==> src/hw/rtl/mosk_pkg.sv <==
// ----------------------------------------------------------------------------
// mosk_pkg: shared definitions for the organ stop and key relay
// Sizes, MIDI codes, sequencer step codes and the microcode table.
// ----------------------------------------------------------------------------
package mosk_pkg;

  // Organ geometry
  localparam int STOPS   = 3;
  localparam int OCTAVES = 7;
  localparam int OCT_W   = $clog2(OCTAVES);

  // Field widths fixed by the stream format
  localparam int BYTE_W  = 8;
  localparam int DATA7_W = 7;
  localparam int STOP_W  = 2;
  localparam int POCT_W  = 3;
  localparam int BITS_W  = 12;
  localparam int OUT_W   = 24;
  localparam int CHAN_W  = 4;

  // Pipe octaves carried in a frame, and the partial top octave
  localparam logic [POCT_W-1:0] POCT_FIRST = 3'd3;
  localparam logic [POCT_W-1:0] POCT_LAST  = 3'd6;
  localparam logic [BITS_W-1:0] TOP_MASK   = 12'h03F;
  localparam logic [STOP_W-1:0] STOP_LAST  = STOP_W'(STOPS - 1);

  // Key numbers that map onto key bits
  localparam logic [DATA7_W-1:0] KEY_LOW  = 7'd36;
  localparam logic [DATA7_W-1:0] KEY_HIGH = DATA7_W'(OCTAVES * 12);

  // Octave of a key number: (k * 43) >> 9 equals k / 12 for every 7-bit k
  localparam int KEY_RECIP    = 43;
  localparam int KEY_RECIP_SH = 9;

  // Stop notes: low three bits 2..6 give a stop's octave shift, centre 4
  localparam logic [2:0] STOP_NOTE_LO = 3'd2;
  localparam logic [2:0] STOP_NOTE_HI = 3'd6;
  localparam logic [2:0] STOP_CENTRE  = 3'd4;

  // MIDI command field of a status byte and the two note commands
  localparam logic [DATA7_W-1:0] CMD_FIELD    = 7'h70;
  localparam logic [DATA7_W-1:0] CMD_NOTE_OFF = 7'h00;
  localparam logic [DATA7_W-1:0] CMD_NOTE_ON  = 7'h10;

  // Configuration register indexes
  localparam int CFG_IDX_W = 1;
  localparam logic [CFG_IDX_W-1:0] CFG_STOP_CHANNEL = 1'd0;
  localparam logic [CFG_IDX_W-1:0] CFG_KEY_CHANNEL  = 1'd1;

  // Parser phases
  localparam logic [1:0] PH_IDLE  = 2'd0;
  localparam logic [1:0] PH_FIRST = 2'd1;
  localparam logic [1:0] PH_LAST  = 2'd2;

  // Sequencer steps
  localparam int STEP_W = 2;
  localparam logic [STEP_W-1:0] STEP_FETCH = 2'd0;
  localparam logic [STEP_W-1:0] STEP_EXEC  = 2'd1;
  localparam logic [STEP_W-1:0] STEP_EMIT  = 2'd2;

  // Jump conditions; when false the step repeats
  localparam logic [1:0] COND_ALWAYS   = 2'd0;
  localparam logic [1:0] COND_MSG_DONE = 2'd1;
  localparam logic [1:0] COND_FRAME    = 2'd2;

  typedef struct packed {
    logic              accept;
    logic              update;
    logic              emit;
    logic [1:0]        cond;
    logic [STEP_W-1:0] target;
  } ctl_word_t;

  // Microcode table: one control word per step.
  function automatic ctl_word_t ucode_rom(input logic [STEP_W-1:0] step);
    ctl_word_t w;
    w = '0;
    case (step)
      STEP_FETCH: begin
        w.accept = 1'b1;
        w.cond   = COND_MSG_DONE;
        w.target = STEP_EXEC;
      end
      STEP_EXEC: begin
        w.update = 1'b1;
        w.cond   = COND_ALWAYS;
        w.target = STEP_EMIT;
      end
      STEP_EMIT: begin
        w.emit   = 1'b1;
        w.cond   = COND_FRAME;
        w.target = STEP_FETCH;
      end
      default: begin
        w.cond   = COND_ALWAYS;
        w.target = STEP_FETCH;
      end
    endcase
    return w;
  endfunction

endpackage

==> src/hw/rtl/midi_organ_stop_key_relay.sv <==
// ----------------------------------------------------------------------------
// midi_organ_stop_key_relay: MIDI note relay for a three-stop pipe organ
// Parses MIDI bytes, keeps key and stop state and emits a pipe frame after
// every complete three-byte message.
// ----------------------------------------------------------------------------
// Status and first data bytes are taken while the sequencer is in its fetch
// step. The byte that completes a message leads to the state update step,
// and the frame of twelve words then leaves at one word per cycle while the
// sink takes them; the next byte is accepted only after the last word of the
// frame has entered the output register. A small microcode table steps the
// sequencer through fetch, update and emit; the emit step repeats until the
// last word of the frame is loaded. The last word of a frame may still wait
// in the output register while the next bytes are accepted.
module midi_organ_stop_key_relay
  import mosk_pkg::*;
(
  input  logic                 clk,
  input  logic                 rst,
  // Input stream; tdata: midi_byte [7:0]
  input  logic                 s_tvalid,
  output logic                 s_tready,
  input  logic [BYTE_W-1:0]    s_tdata,
  // Output stream; tdata: stop_index [1:0], pipe_octave [4:2],
  // pipe_bits [16:5], zero fill [23:17]; tlast: last_of_frame
  output logic                 m_tvalid,
  input  logic                 m_tready,
  output logic [OUT_W-1:0]     m_tdata,
  output logic                 m_tlast,
  // Configuration write port
  input  logic                 cfg_we,
  input  logic [CFG_IDX_W-1:0] cfg_index,
  input  logic [CHAN_W-1:0]    cfg_data
);

  // Configuration registers
  logic [CHAN_W-1:0] stop_ch;
  logic [CHAN_W-1:0] key_ch;

  always_ff @(posedge clk) begin
    if (rst) begin
      stop_ch <= '0;
      key_ch  <= CHAN_W'(1);
    end else if (cfg_we) begin
      case (cfg_index)
        CFG_STOP_CHANNEL: stop_ch <= cfg_data;
        CFG_KEY_CHANNEL:  key_ch  <= cfg_data;
        default: ;
      endcase
    end
  end

  // Sequencer: step counter and the control word it selects
  logic [STEP_W-1:0] step;
  logic [STEP_W-1:0] step_next;
  ctl_word_t         ctl;
  logic              cond_true;

  assign ctl = ucode_rom(step);

  // Parser registers
  logic [1:0]         phase;
  logic [DATA7_W-1:0] status_low;
  logic [DATA7_W-1:0] first_data;
  logic               in_fire;
  logic               is_status;
  logic               msg_done;

  assign s_tready  = ctl.accept && !rst;
  assign in_fire   = s_tvalid && s_tready;
  assign is_status = s_tdata[BYTE_W-1];
  assign msg_done  = in_fire && !is_status && (phase == PH_LAST);

  always_ff @(posedge clk) begin
    if (rst) begin
      phase      <= PH_IDLE;
      status_low <= '0;
      first_data <= '0;
    end else if (in_fire) begin
      if (is_status) begin
        status_low <= s_tdata[DATA7_W-1:0];
        phase      <= PH_FIRST;
      end else begin
        case (phase)
          PH_FIRST: begin
            first_data <= s_tdata[DATA7_W-1:0];
            phase      <= PH_LAST;
          end
          PH_LAST:  phase <= PH_IDLE;
          default:  ;
        endcase
      end
    end
  end

  // Message decode from the stored status and first data byte
  logic [DATA7_W-1:0]     cmd;
  logic                   is_note;
  logic                   note_on;
  logic                   stop_msg;
  logic                   key_msg;
  logic                   stop_note_ok;
  logic [2:0]             shift_new;
  logic                   key_ok;
  logic [12:0]            key_prod;
  logic [3:0]             key_oct;
  logic [3:0]             key_semi;
  logic [7:0]             oct_base;

  always_comb begin
    cmd          = status_low & CMD_FIELD;
    is_note      = (cmd == CMD_NOTE_ON) || (cmd == CMD_NOTE_OFF);
    note_on      = (cmd == CMD_NOTE_ON);
    stop_msg     = is_note && (status_low[3:0] == stop_ch);
    key_msg      = is_note && (status_low[3:0] != stop_ch)
                   && (status_low[3:0] == key_ch);
    stop_note_ok = first_data[2:0] inside {[STOP_NOTE_LO:STOP_NOTE_HI]};
    shift_new    = first_data[2:0] - STOP_CENTRE;
    key_ok       = (first_data >= KEY_LOW) && (first_data < KEY_HIGH);
    key_prod     = 13'(first_data) * 13'(KEY_RECIP);
    key_oct      = 4'(key_prod >> KEY_RECIP_SH);
    oct_base     = 8'(key_oct) * 8'd12;
    key_semi     = 4'(8'(first_data) - oct_base);
  end

  // Stop state: one on flag and a signed octave shift per stop
  logic       stop_on    [STOPS];
  logic [2:0] stop_shift [STOPS];

  always_ff @(posedge clk) begin
    if (rst) begin
      for (int s = 0; s < STOPS; s++) begin
        stop_on[s]    <= 1'b0;
        stop_shift[s] <= '0;
      end
    end else if (ctl.update && stop_msg && stop_note_ok) begin
      for (int s = 0; s < STOPS; s++) begin
        if (first_data[6:3] == 4'(s)) begin
          stop_on[s]    <= note_on;
          stop_shift[s] <= note_on ? shift_new : 3'd0;
        end
      end
    end
  end

  // Key state: one twelve-bit word per octave
  logic [BITS_W-1:0] key_bits [OCTAVES];

  always_ff @(posedge clk) begin
    if (rst) begin
      for (int o = 0; o < OCTAVES; o++) begin
        key_bits[o] <= '0;
      end
    end else if (ctl.update && key_msg && key_ok) begin
      for (int o = 0; o < OCTAVES; o++) begin
        if (key_oct == 4'(o)) begin
          key_bits[o][key_semi] <= note_on;
        end
      end
    end
  end

  // Frame word counters
  logic [STOP_W-1:0] word_stop;
  logic [POCT_W-1:0] word_oct;
  logic              word_last;
  logic              out_fire;
  logic              frame_done;

  assign word_last  = (word_stop == STOP_LAST) && (word_oct == POCT_LAST);
  assign out_fire   = ctl.emit && (!m_tvalid || m_tready);
  assign frame_done = out_fire && word_last;

  always_ff @(posedge clk) begin
    if (rst) begin
      word_stop <= '0;
      word_oct  <= POCT_FIRST;
    end else if (ctl.update) begin
      word_stop <= '0;
      word_oct  <= POCT_FIRST;
    end else if (out_fire) begin
      if (word_oct == POCT_LAST) begin
        word_oct  <= POCT_FIRST;
        word_stop <= word_last ? '0 : word_stop + 1'b1;
      end else begin
        word_oct <= word_oct + 1'b1;
      end
    end
  end

  // Pipe bits of the current word: source octave is pipe octave minus shift
  logic [3:0]        src_oct;
  logic [BITS_W-1:0] word_bits;

  always_comb begin
    src_oct   = {1'b0, word_oct} - {stop_shift[word_stop][2], stop_shift[word_stop]};
    word_bits = '0;
    if (stop_on[word_stop] && (src_oct < 4'(OCTAVES))) begin
      word_bits = key_bits[src_oct[OCT_W-1:0]];
    end
    if (word_oct == POCT_LAST) begin
      word_bits = word_bits & TOP_MASK;
    end
  end

  // Output register
  always_ff @(posedge clk) begin
    if (rst) begin
      m_tvalid <= 1'b0;
    end else if (out_fire) begin
      m_tvalid <= 1'b1;
    end else if (m_tready) begin
      m_tvalid <= 1'b0;
    end
  end

  always_ff @(posedge clk) begin
    if (out_fire) begin
      m_tdata <= {7'd0, word_bits, word_oct, word_stop};
      m_tlast <= word_last;
    end
  end

  // Sequencer step update from the control word's condition
  always_comb begin
    case (ctl.cond)
      COND_ALWAYS:   cond_true = 1'b1;
      COND_MSG_DONE: cond_true = msg_done;
      COND_FRAME:    cond_true = frame_done;
      default:       cond_true = 1'b0;
    endcase
    step_next = cond_true ? ctl.target : step;
  end

  always_ff @(posedge clk) begin
    if (rst) begin
      step <= STEP_FETCH;
    end else begin
      step <= step_next;
    end
  end

`ifndef ASSERT_OFF
  // The update step is always followed by the emit step.
  assert property (@(posedge clk) disable iff (rst)
    (step == STEP_EXEC) |=> (step == STEP_EMIT))
    else $error("update step not followed by emit");

  // A completing data byte leads straight to the update step.
  assert property (@(posedge clk) disable iff (rst)
    (s_tvalid && s_tready && !s_tdata[7] && phase == PH_LAST) |=> (step == STEP_EXEC))
    else $error("completed message did not start an update");

  // The last word of a frame carries the last stop and the top octave.
  assert property (@(posedge clk) disable iff (rst)
    (m_tvalid && m_tlast) |-> (m_tdata[1:0] == STOP_LAST && m_tdata[4:2] == POCT_LAST))
    else $error("frame end on wrong word");
`endif

endmodule
==> config.mk <==
export PLATFORM = sky130hd
export DESIGN_NAME = midi_organ_stop_key_relay
export DESIGN_NICKNAME = d
export VERILOG_FILES = /design/src/hw/rtl/mosk_pkg.sv /design/src/hw/rtl/midi_organ_stop_key_relay.sv
export SDC_FILE = /design/constraint.sdc
export NUM_CORES = 1
export LEC_CHECK = 0
export ABC_AREA = 1
export ABC_CLOCK_PERIOD_IN_PS = 4100
export CAP_MARGIN = 20
export CORE_AREA = 2 2 127 129
export CTS_CLUSTER_DIAMETER = 50
export DETAILED_ROUTE_END_ITERATION = 12
export DIE_AREA = 0 0 129 131
export DONT_BUFFER_PORTS = 1
export GPL_TIMING_DRIVEN = 0
export PLACE_DENSITY = 0.72
export SYNTH_ARGS = -nofsm -noshare
export SYNTH_HDL_FRONTEND = slang
export SYNTH_SLANG_ARGS = --single-unit
==> constraint.sdc <==
create_clock -name clk -period 4.1 [get_ports clk]
set_clock_uncertainty 0.15 [all_clocks]
set_input_delay 1.025 -clock clk [delete_from_list [all_inputs] [get_ports clk]]
set_output_delay 1.025 -clock clk [all_outputs]
set_load 0.05 [all_outputs]
==> flow_summary_export.csv, run 1 <==
group,metric,value,unit
power,clockPowerShare,0.442,
synth,yosys_register_bits,148,
global_route,grt_pass1_vias,6521,
floorplan,die-width,129,um
place,numPortBuffers,0,
synth,cell_taking_the_most_area_after_synthesis,"edfxtp_1",
clock_tree,holdBufCountCts,0,
worst_setup_path,worstSetupEndpointType,"flip-flop",
worst_setup_path,reg2regPathDepth,17,
worst_setup_path,worst_setup_path_endpoint,"key_bits[4][4]",
clock_tree,insertion_delay,0.44,ns
floorplan,die_area,16900,um2
drt,ant_nets,0,
finish,layout_common_cells,"edfxtp_1, nand2_1, nor2_1",
finish,fin_nets,1067,
finish,antenna_cells,0,
drt,firstDrtPassIters,6,
synth,fraction_of_the_yosys_area_taken_by_sequential_cells,0.492,
finish,post_route_cells_drive_above_1_share,0.182,
drt,vias_per_cell,5.91,
worst_hold_path,worstHoldPathType,"flip-flop to flip-flop",
power,power-per-cell-area,346,nW/um2
floorplan,die_h,131,um
power,finalPower,3.47,mW
sta,relSlewSlack,0.371,
power,comb_power_share,0.077,
sta,report.final.hold_viol_count,0,
worst_setup_path,critical_path_class,"flip-flop to flip-flop",
clock_tree,clk_pin_slew,0.07,ns
floorplan,io-pin-count,45,
clock_tree,clockBufferDepth,2,
drt,routedWlPerCell,18.5,um
drt,drt_wl_total,22.7,mm
worst_setup_path,worstSetupStartpointType,"flip-flop",
floorplan,num_rows,46,
worst_setup_path,setup.worst_path.start,"first_data[5]",
place,final_weighted_congestion_in_routability_driven_placement,0.894,
sta,timing.final.max_slew_violations,0,
synth,synthCells,937,
clock_tree,cts_tree,"yes",
power,power.switching,0.860,mW
clock_tree,cts_made_buffers,17,
synth,asyncSetResetFlopFracSynth,0,
global_route,antenna_found_initial,0,
flow_run,maxCapViolCount,0,
worst_setup_path,worst_ep_required_time,4.11,ns
synth,synth_edf_count,114,
global_route,grt_first_pass_wirelength,33.6,mm
finish,n_fill_cell,1197,
drt,post-route-drc-count,0,
sta,fmaxAchievable,250,MHz
place,dpl_worst_slack,-0.468,ns
clock_tree,cts_htree_levels,4,
synth,ys_dominant_reg_cell,"edfxtp_1",
worst_setup_path,setup.reg_to_reg.worst_slack,0.10,ns
sta,final_critical_path_setup_slack,0.100,ns
worst_setup_path,r2r-end,"key_bits[4][4]",
clock_tree,clk_root_buffer_cell,"clkbuf_16",
power,internal_power,2.61,mW
floorplan,core,15600,um2
worst_setup_path,worst-endpoint-arrival,4.01,ns
clock_tree,cts.sink_count,148,
sta,tightestPinTransition,0.938,ns
sta,timing.final.setup_violations,0,
synth,post_synth_num_cell_types,42,
global_route,globalRoute.totalOverflow,0,
worst_setup_path,timing.critical_path.fanout_max,7,
place,place_hpwl,15.1,mm
worst_setup_path,crit-reg2reg-launch,"first_data[5]",
sta,final_critical_path_time_including_i_o_delays_and_setup,4.00,ns
finish,area_delta_synth_final,20.5,%
floorplan,start_util,0.535,
finish,layout.cells.most_common,"edfxtp_1",
power,seq_power_share,0.481,
drt,initialDrtViolationCount,857,
power,cellLeakagePower,3.92,nW
global_route,groute.usage.overall,0.263,
power,power.switching_fraction,0.248,
synth,synth.avg_cell_area,8.90,um2
power,ir_worst_vdd,0.300,mV
synth,ys.warnings.count,0,
run_status,status,"finished clean",
drt,route.vias.total,7260,
synth,synth_area_leaders,"edfxtp_1, dfxtp_1, ha_1, o21ai_0, nor2_1",
sta,final_min_period_over_clock_period,0.976,
synth,post-synth-top-area-fraction,0.411,
global_route,grt_start_max_net_pins,23,
synth,netlist_area_before_placement,8340,um2
-- per-layer routing --
layer | global-route usage | up-vias | share of wire
met1 | 0.342 | 3399 | 0.39
met5 | 0 | - | 0
met4 | 0.104 | 0 | 0.039
li1 | - | 3358 | -
met2 | 0.425 | 420 | 0.47
met3 | 0.0651 | 83 | 0.10
-- power by group through the flow --
stage	logic [mW]	clock network [mW]	registers, mW
floorplan	0.171	0	1.70
global placement	0.224	0	1.70
detailed placement	0.229	0	1.70
CTS	0.234	1.53	1.67
global route	0.292	1.60	1.67
finish	0.267	1.54	1.67
-- logic make-up after synthesis --
group / Yosys count / share of synthesized area
and+or+nand+nor: 383 / 0.210
AOI/OAI and AO/OA: 194 / 0.129
buffers and inverters: 154 / 0.0774
DFF: 148 / 0.492
adders and majority gates: 50 / 0.0813
xor gates and xnor gates: 7 / 0.00960
other: 1 / 0.000450
-- repair_timing --
action	in CTS	in global routing
endpoints found under the setup margin	156	156
resized for setup	38	114
pin swaps	8	29
gates cloned	0	7
setup buffers	9	20
-- how the worst min path moves through the flow --
stage / endpoint / cells after the start / slack [ns] / from
after global placement: status_low[5] / 2 / 0.29 / status_low[5]
after global routing: status_low[5] / 2 / 0.33 / status_low[5]
final: status_low[5] / 2 / 0.31 / status_low[5]
after floorplan: status_low[5] / 2 / 0.28 / status_low[5]
after detailed placement: status_low[5] / 2 / 0.30 / status_low[5]
after CTS: status_low[5] / 2 / 0.31 / status_low[5]
-- flip-flops by register name, indices dropped and copies added (netlist names), named ones only --
register and cells:
first_data 7, stop_ch 4, m_tvalid 1, key_ch 4
m_tdata 17, phase 2, key_bits 84, word_stop 2
stop_on 3, step 2, stop_shift 9, status_low 7
word_oct 3, m_tlast 1
-- layout make-up --
class | instances | area, um2 | area share
Sequential cell | 148 | 4130 | 0.411
Multi-Input combinational cell | 643 | 4020 | 0.400
Clock buffer | 20 | 458 | 0.0456
Buffer | 63 | 398 | 0.0396
Inverter | 91 | 344 | 0.0343
Timing Repair Buffer | 35 | 314 | 0.0313
Tap cell | 216 | 270 | 0.0269
Clock inverter | 12 | 114 | 0.0113
-- Yosys cell counts (14+ instances only) --
cell type	instances
nor2_1	119
nand2_1	117
edfxtp_1	114
o21ai_0	106
inv_1	88
nand3_1	60
nor3_1	49
a21oi_1	43
ha_1	43
clkbuf_1	36
dfxtp_1	34
nand3_2	14
-- stage by stage --
stage / setup TNS (ns) / hold slack, ns / utilization / area [um2] / std cells
after CTS: 0 / 0.310 / 0.601 / 9380 / 1201
after floorplan: 0 / 0.279 / - / 8360 / 943
after global placement: -32.16 / 0.292 / 0.553 / 8630 / 1159
final: 0 / 0.307 / 0.644 / 10000 / 1228
after global routing: -0.839 / 0.331 / 0.644 / 10000 / 1228
after detailed placement: -40.87 / 0.301 / 0.554 / 8650 / 1160
-- worst max-delay path, stage by stage, from the launching register on --
cell	delay [ns]
dfxtp_4	0.38
inv_2	0.06
ha_4	0.26
inv_2	0.03
fa_1	0.46
fa_1	0.49
inv_1	0.07
ha_4	0.27
a21oi_1	0.06
o21a_1	0.20
nand3b_1	0.22
nand2_4	0.17
nand2_8	0.14
nand2_8	0.09
nor2_8	0.25
clkbuf_16	0.20
nand3_1	0.09
nand2_1	0.11
(Power assumes the default switching activity.)
==> inputs of run 2 (changes only) <==
--- a/config.mk
+++ b/config.mk
@@ -6,7 +6,7 @@
 export NUM_CORES = 1
 export LEC_CHECK = 0
 export ABC_AREA = 1
-export ABC_CLOCK_PERIOD_IN_PS = 4100
+export ABC_CLOCK_PERIOD_IN_PS = 4820
 export CAP_MARGIN = 20
 export CORE_AREA = 2 2 127 129
 export CTS_CLUSTER_DIAMETER = 50
@@ -14,7 +14,7 @@
 export DIE_AREA = 0 0 129 131
 export DONT_BUFFER_PORTS = 1
 export GPL_TIMING_DRIVEN = 0
-export PLACE_DENSITY = 0.72
+export PLACE_DENSITY = 0.69
 export SYNTH_ARGS = -nofsm -noshare
 export SYNTH_HDL_FRONTEND = slang
 export SYNTH_SLANG_ARGS = --single-unit
==> constraint.sdc (replaced) <==
create_clock -name clk -period 4.82 [get_ports clk]
set_clock_uncertainty 0.15 [all_clocks]
set_input_delay 1.205 -clock clk [delete_from_list [all_inputs] [get_ports clk]]
set_output_delay 1.205 -clock clk [all_outputs]
set_load 0.1 [all_outputs]
==> run 2 against run 1 <==
Effect of this change: routed wire length fell by 11%; power down 15%; register-to-register slack better by 0.27 ns; sequential power down 15%; flip-flop and latch count is the same; final cell count down 2.9%; worst hold slack worse by 0.0034 ns; utilization fell by 5.1 points; count of clock-buffer cells in the layout is 3 higher; combinational power fell by 20%; critical path depth unchanged; largest cell class unchanged; highest routed layer unchanged.
==> flow_summary_export.csv, run 2 (synthesized netlist as in run 1, its figures left out) <==
group,metric,value,unit
clock_tree,insertion_delay,0.43,ns
drt,vias_per_cell,5.60,
sta,unrepaired_setup_endpoints_after_global_routing,"false",
global_route,groute.usage.overall,0.257,
clock_tree,clk_root_buffer_cell,"clkbuf_16",
worst_setup_path,timing.critical_path.fanout_max,10,
drt,initialDrtViolationCount,577,
clock_tree,cts.sink_count,148,
worst_setup_path,worst_ep_required_time,4.80,ns
worst_setup_path,critical_path_class,"flip-flop to flip-flop",
power,comb_power_share,0.073,
flow_run,maxCapViolCount,0,
power,ir_worst_vdd,0.258,mV
finish,largestRegisters,"key_bits (84), m_tdata (17), stop_shift (9)",
finish,layout.cells.non_filler,1193,
clock_tree,cts_made_buffers,17,
clock_tree,post_cts.repair.setup_buffers,0,
sta,whs,0.304,ns
worst_hold_path,worstHoldPathType,"flip-flop to flip-flop",
finish,area_delta_synth_final,11.0,%
power,internal_power,2.24,mW
finish,antenna_cells,0,
floorplan,io-pin-count,45,
global_route,antenna_found_initial,0,
worst_setup_path,worstSetupStartpointType,"flip-flop",
finish,registers.top_by_ff_count,"key_bits",
finish,post_route_cells_drive_above_1_share,0.0972,
power,clockPowerShare,0.443,
worst_setup_path,worst-endpoint-arrival,4.43,ns
finish,layout_common_cells,"nor2_1, nand2_1, edfxtp_1",
finish,largest_register_ff_count,84,
sta,final_critical_path_time_including_i_o_delays_and_setup,4.45,ns
run_status,status,"finished clean",
sta,tightestPinTransition,0.961,ns
power,power.switching,0.702,mW
drt,route.vias.total,6675,
place,place_hpwl,15.0,mm
drt,routedWlPerCell,16.8,um
worst_setup_path,worstSetupEndpointType,"flip-flop",
drt,firstDrtPassIters,5,
global_route,globalRoute.totalOverflow,0,
drt,drt_wl_total,20.1,mm
drt,ant_nets,0,
floorplan,start_util,0.535,
floorplan,core,15600,um2
global_route,grt_first_pass_wirelength,32.6,mm
global_route,grt_start_max_net_pins,23,
sta,report.final.hold_viol_count,0,
floorplan,num_rows,46,
floorplan,die-width,129,um
floorplan,die_area,16900,um2
power,seq_power_share,0.484,
power,power.switching_fraction,0.239,
clock_tree,cts_htree_levels,4,
place,place_inst,1161,
place,numPortBuffers,0,
power,power-per-cell-area,318,nW/um2
finish,fin_nets,1032,
sta,fmaxAchievable,225,MHz
place,final_weighted_congestion_in_routability_driven_placement,0.904,
sta,timing.final.max_slew_violations,0,
drt,post-route-drc-count,0,
finish,layout.cells.most_common,"nor2_1",
clock_tree,cts_tree,"yes",
power,cellLeakagePower,3.66,nW
sta,final_min_period_over_clock_period,0.924,
global_route,grt_pass1_vias,6329,
sta,timing.final.setup_violations,0,
clock_tree,clk_pin_slew,0.06,ns
clock_tree,clockBufferDepth,2,
floorplan,die_h,131,um
sta,fin_tns_setup,0,ns
sta,relSlewSlack,0.358,
[run 2: cell count changes in the layout (fill, tap and decap cells not counted), sizes merged]
| cell | before | now |
|---|---|---|
| clkbuf | 58 | 59 |
| buf | 60 | 29 |
| inv | 98 | 93 |
| nand2 | 128 | 127 |
| nor2 | 125 | 124 |
| clkinvlp | 1 | 3 |
[run 2: final cells by class]
type | instances | area [um2]
multi-input cells | 641 | 3620
plain buffers | 63 | 304
inverters | 91 | 342
clock inverters | 9 | 91.3
clock buffers | 23 | 489
fillers | 1368 | 6340
well taps | 216 | 270
flip-flops and latches | 148 | 4110
repair buffers | 2 | 31.3
[run 2: final timing paths]
path                  from        endpoint  slack [ns]  depth (start not counted)
max          first_data[6]  key_bits[6][8]        0.37                         17
min reg2reg  status_low[5]   status_low[5]        0.30                          2
max reg2reg  first_data[6]  key_bits[6][8]        0.37                         17
min          status_low[5]   status_low[5]        0.30                          2
[run 2: power groups by stage]
stage          registers [mW]  clock network (mW)  logic [mW]
2_1_floorplan            1.44                   0       0.159
3_3_place_gp             1.45                   0       0.205
5_1_grt                  1.43                1.37       0.236
6_report                 1.42                1.30       0.213
4_1_cts                  1.42                1.31       0.212
3_5_place_dp             1.45                   0       0.211
[run 2: critical path, cell delays in order, from the launching register on]
cell	delay [ns]
dfxtp_1	0.52
inv_1	0.14
ha_1	0.30
inv_1	0.05
fa_1	0.47
fa_1	0.55
inv_1	0.04
ha_1	0.32
nand2_1	0.12
o21ai_0	0.10
nand2_1	0.06
nand3_1	0.17
xnor2_4	0.36
nand2_1	0.16
nor2_2	0.21
buf_4	0.20
nand3_1	0.11
nand2_1	0.11
[run 2: timing repair]
action / 4_1_cts / 5_1_grt
hold buffers: 0 / 0
setup endpoints to repair: 0 / 6
resized for setup: 0 / 1
[run 2: metrics by stage]
step            util  power [mW]  setup WS [ns]  instance area, um2
6_report       0.593        2.94          0.368                9260
5_1_grt        0.593        3.03        0.00732                9260
4_1_cts        0.593        2.95          0.265                9250
3_5_place_dp   0.556        1.66          0.284                8670
3_3_place_gp   0.554        1.65          0.308                8640
2_1_floorplan      -        1.60          0.845                8370
[run 2: per-layer routing]
layer	part of all wire	GRT usage	vias up
li1	-	-	3252
met1	0.43	0.342	3107
met2	0.46	0.403	274
met3	0.081	0.0639	42
met4	0.030	0.109	0
met5	0	0	-
==> inputs of run 3 (changes only) <==
--- a/config.mk
+++ b/config.mk
@@ -6,7 +6,7 @@
 export NUM_CORES = 1
 export LEC_CHECK = 0
 export ABC_AREA = 1
-export ABC_CLOCK_PERIOD_IN_PS = 4820
+export ABC_CLOCK_PERIOD_IN_PS = 4500
 export CAP_MARGIN = 20
 export CORE_AREA = 2 2 127 129
 export CTS_CLUSTER_DIAMETER = 50
==> constraint.sdc (replaced) <==
create_clock -name clk -period 4.5 [get_ports clk]
set_clock_uncertainty 0.15 [all_clocks]
set_input_delay 1.125 -clock clk [delete_from_list [all_inputs] [get_ports clk]]
set_output_delay 1.125 -clock clk [all_outputs]
set_load 0.1 [all_outputs]
==> run 3 against run 2 <==
Effect of this change: flip-flop and latch count stayed put; worst hold slack better by 0.00069 ns; first-iteration DRC count down 2.8%; final cell count is 0.34% higher; largest cell class unchanged.
==> flow_summary_export.csv, run 3 (synthesized netlist as in run 1, its figures left out) <==
group,metric,value,unit
run_status,status,"finished clean",
finish,multi_input_area,3670,um2
worst_hold_path,holdCritStartpoint,"status_low[5]",
finish,fin_nets,1036,
power,ir_worst_vdd,0.279,mV
flow_run,maxCapViolCount,0,
worst_setup_path,timing.critical_path.slowest_stage_cell,"fa_1",
drt,routedWlPerCell,17.0,um
drt,firstDrtPassIters,5,
finish,layout_common_cells,"nand2_1, nor2_1, edfxtp_1",
drt,post-route-drc-count,0,
floorplan,num_rows,46,
worst_setup_path,cp_slowest_stage_delay,0.54,ns
sta,final_critical_path_setup_slack,0.195,ns
place,dpl_worst_slack,-0.0357,ns
sta,timing.final.max_slew_violations,0,
worst_setup_path,cells_along_the_critical_path,"ha_1, fa_1, inv_1, fa_1, inv_1, ha_1, nand2_1, nand2_1, inv_1, o21ai_0, nand2_1, nand3_1, xnor2_4, buf_12, nand3_2, clkbuf_4, o21ai_0",
worst_setup_path,reg2regPathDepth,17,
sta,timing.final.setup_violations,0,
global_route,grt_start_max_net_pins,23,
worst_setup_path,worst_ep_required_time,4.47,ns
worst_setup_path,worstSetupEndpointType,"flip-flop",
finish,post_route_cells_drive_above_1_share,0.112,
worst_setup_path,worst-endpoint-arrival,4.28,ns
global_route,grt_first_pass_wirelength,32.6,mm
worst_setup_path,setup.reg_to_reg.worst_slack,0.19,ns
place,final_weighted_congestion_in_routability_driven_placement,0.904,
place,place_hpwl,15.0,mm
worst_setup_path,r2r-end,"key_bits[2][9]",
finish,register_area,4120,um2
worst_setup_path,timing.critical_path.fanout_max,11,
sta,relSlewSlack,0.358,
sta,report.final.hold_viol_count,0,
clock_tree,insertion_delay,0.43,ns
worst_hold_path,min_delay_path_depth,2,
finish,largest_register_ff_count,84,
worst_setup_path,critical_path_class,"flip-flop to flip-flop",
global_route,globalRoute.totalOverflow,0,
sta,final_critical_path_time_including_i_o_delays_and_setup,4.31,ns
floorplan,die_h,131,um
sta,tightestPinTransition,0.962,ns
floorplan,core,15600,um2
finish,registers.top_by_ff_count,"key_bits",
finish,antenna_cells,0,
global_route,groute.usage.overall,0.257,
sta,unrepaired_setup_endpoints_after_global_routing,"false",
power,finalPower,3.15,mW
drt,ant_nets,0,
clock_tree,clockBufferDepth,2,
floorplan,die-width,129,um
drt,initialDrtViolationCount,561,
worst_setup_path,timing.critical_path.max_delay_family,"adder cells",
sta,fmaxAchievable,232,MHz
clock_tree,clk_pin_slew,0.06,ns
worst_setup_path,path_buf_inv,5,
place,numPortBuffers,0,
floorplan,io-pin-count,45,
finish,largestRegisters,"key_bits (84), m_tdata (17), stop_shift (9)",
global_route,antenna_found_initial,0,
clock_tree,cts_htree_levels,4,
place,placement.cell_area,8670,um2
sta,final_min_period_over_clock_period,0.957,
finish,final_core_utilization,0.601,
drt,route.vias.total,6774,
floorplan,start_util,0.535,
clock_tree,cts_made_buffers,17,
clock_tree,cts_tree,"yes",
worst_setup_path,worstSetupStartpointType,"flip-flop",
power,power-per-cell-area,336,nW/um2
global_route,grt_pass1_vias,6329,
drt,drt_wl_total,20.3,mm
finish,post-route-cell-area,9370,um2
finish,layout.cells.most_common,"nand2_1",
floorplan,die_area,16900,um2
drt,vias_per_cell,5.66,
finish,area_delta_synth_final,12.4,%
worst_hold_path,min_to,"status_low[5]",
worst_setup_path,crit-reg2reg-launch,"first_data[2]",
worst_hold_path,worstHoldPathType,"flip-flop to flip-flop",
finish,n_fill_cell,1356,
clock_tree,cts.sink_count,148,
power,cellLeakagePower,3.69,nW
clock_tree,holdBufCountCts,0,
clock_tree,clk_root_buffer_cell,"clkbuf_16",
-- run 3: changes by cell type in the layout (fill, tap and decap cells not counted), moves of 3 or more --
cell and delta:
o21ai_0 -12, o21ai_1 +12, buf_4 +6, nor2_1 -5, buf_2 -4, dfxtp_1 -4, nor2_2 +3
-- run 3: cell type report --
cell class | instances | share of cell area
flip-flops and latches | 148 | 0.439
multi-input cells | 641 | 0.392
clock buffers | 23 | 0.0522
inverters | 91 | 0.0365
plain buffers | 63 | 0.0335
well taps | 216 | 0.0288
clock inverters | 9 | 0.00975
repair buffers | 6 | 0.00788
-- run 3: worst reg2reg max path, delay by kind of cell, from the launching register on --
kind	cells	cell delay, ns
flip-flops	1	0.40
AO/OA/AOI/OAI	2	0.30
adder cells (fa/ha/maj)	4	1.71
AND/OR/NAND/NOR	5	0.54
XOR/XNOR	1	0.31
buffers and inverters	5	0.60
-- run 3: report_power, final --
part,internal [mW],switching (mW),total (mW)
logic,0.0637,0.168,0.231
clock network,0.827,0.568,1.40
registers,1.51,0.0185,1.52
total,2.40,0.754,3.15
-- run 3: per-stage QoR --
step / hold WS, ns / cells / setup TNS, ns
finish: 0.305 / 1197 / 0
detailed placement: 0.296 / 1161 / -0.0735
global placement: 0.295 / 1159 / -0.0224
CTS: 0.306 / 1193 / 0
global route: 0.325 / 1197 / 0
floorplan: 0.279 / 943 / 0
-- run 3: worst max-delay path by stage --
stage                  startpoint             end  slack [ns]  depth (start not counted)
finish              first_data[2]  key_bits[2][9]        0.19                         17
global route        first_data[2]  key_bits[2][1]       0.005                         20
CTS                 first_data[6]  key_bits[6][8]        0.04                         17
detailed placement  first_data[2]  key_bits[1][2]       -0.04                         20
global placement    first_data[2]  key_bits[1][3]       -0.01                         20
floorplan           first_data[2]  key_bits[1][2]        0.52                         20
-- run 3: layer usage --
metal  track usage  part of all wire  up-vias
met5             0                 0        -
met4         0.109             0.028        0
met3        0.0639             0.086       37
met2         0.403              0.46      293
met1         0.342              0.42     3178
li1              -                 -     3266
-- run 3: timing repair --
item	4_1_cts	5_1_grt
gates resized for setup	1	38
setup buffers	0	4
pin swaps	0	1
endpoints found under the setup margin	5	136
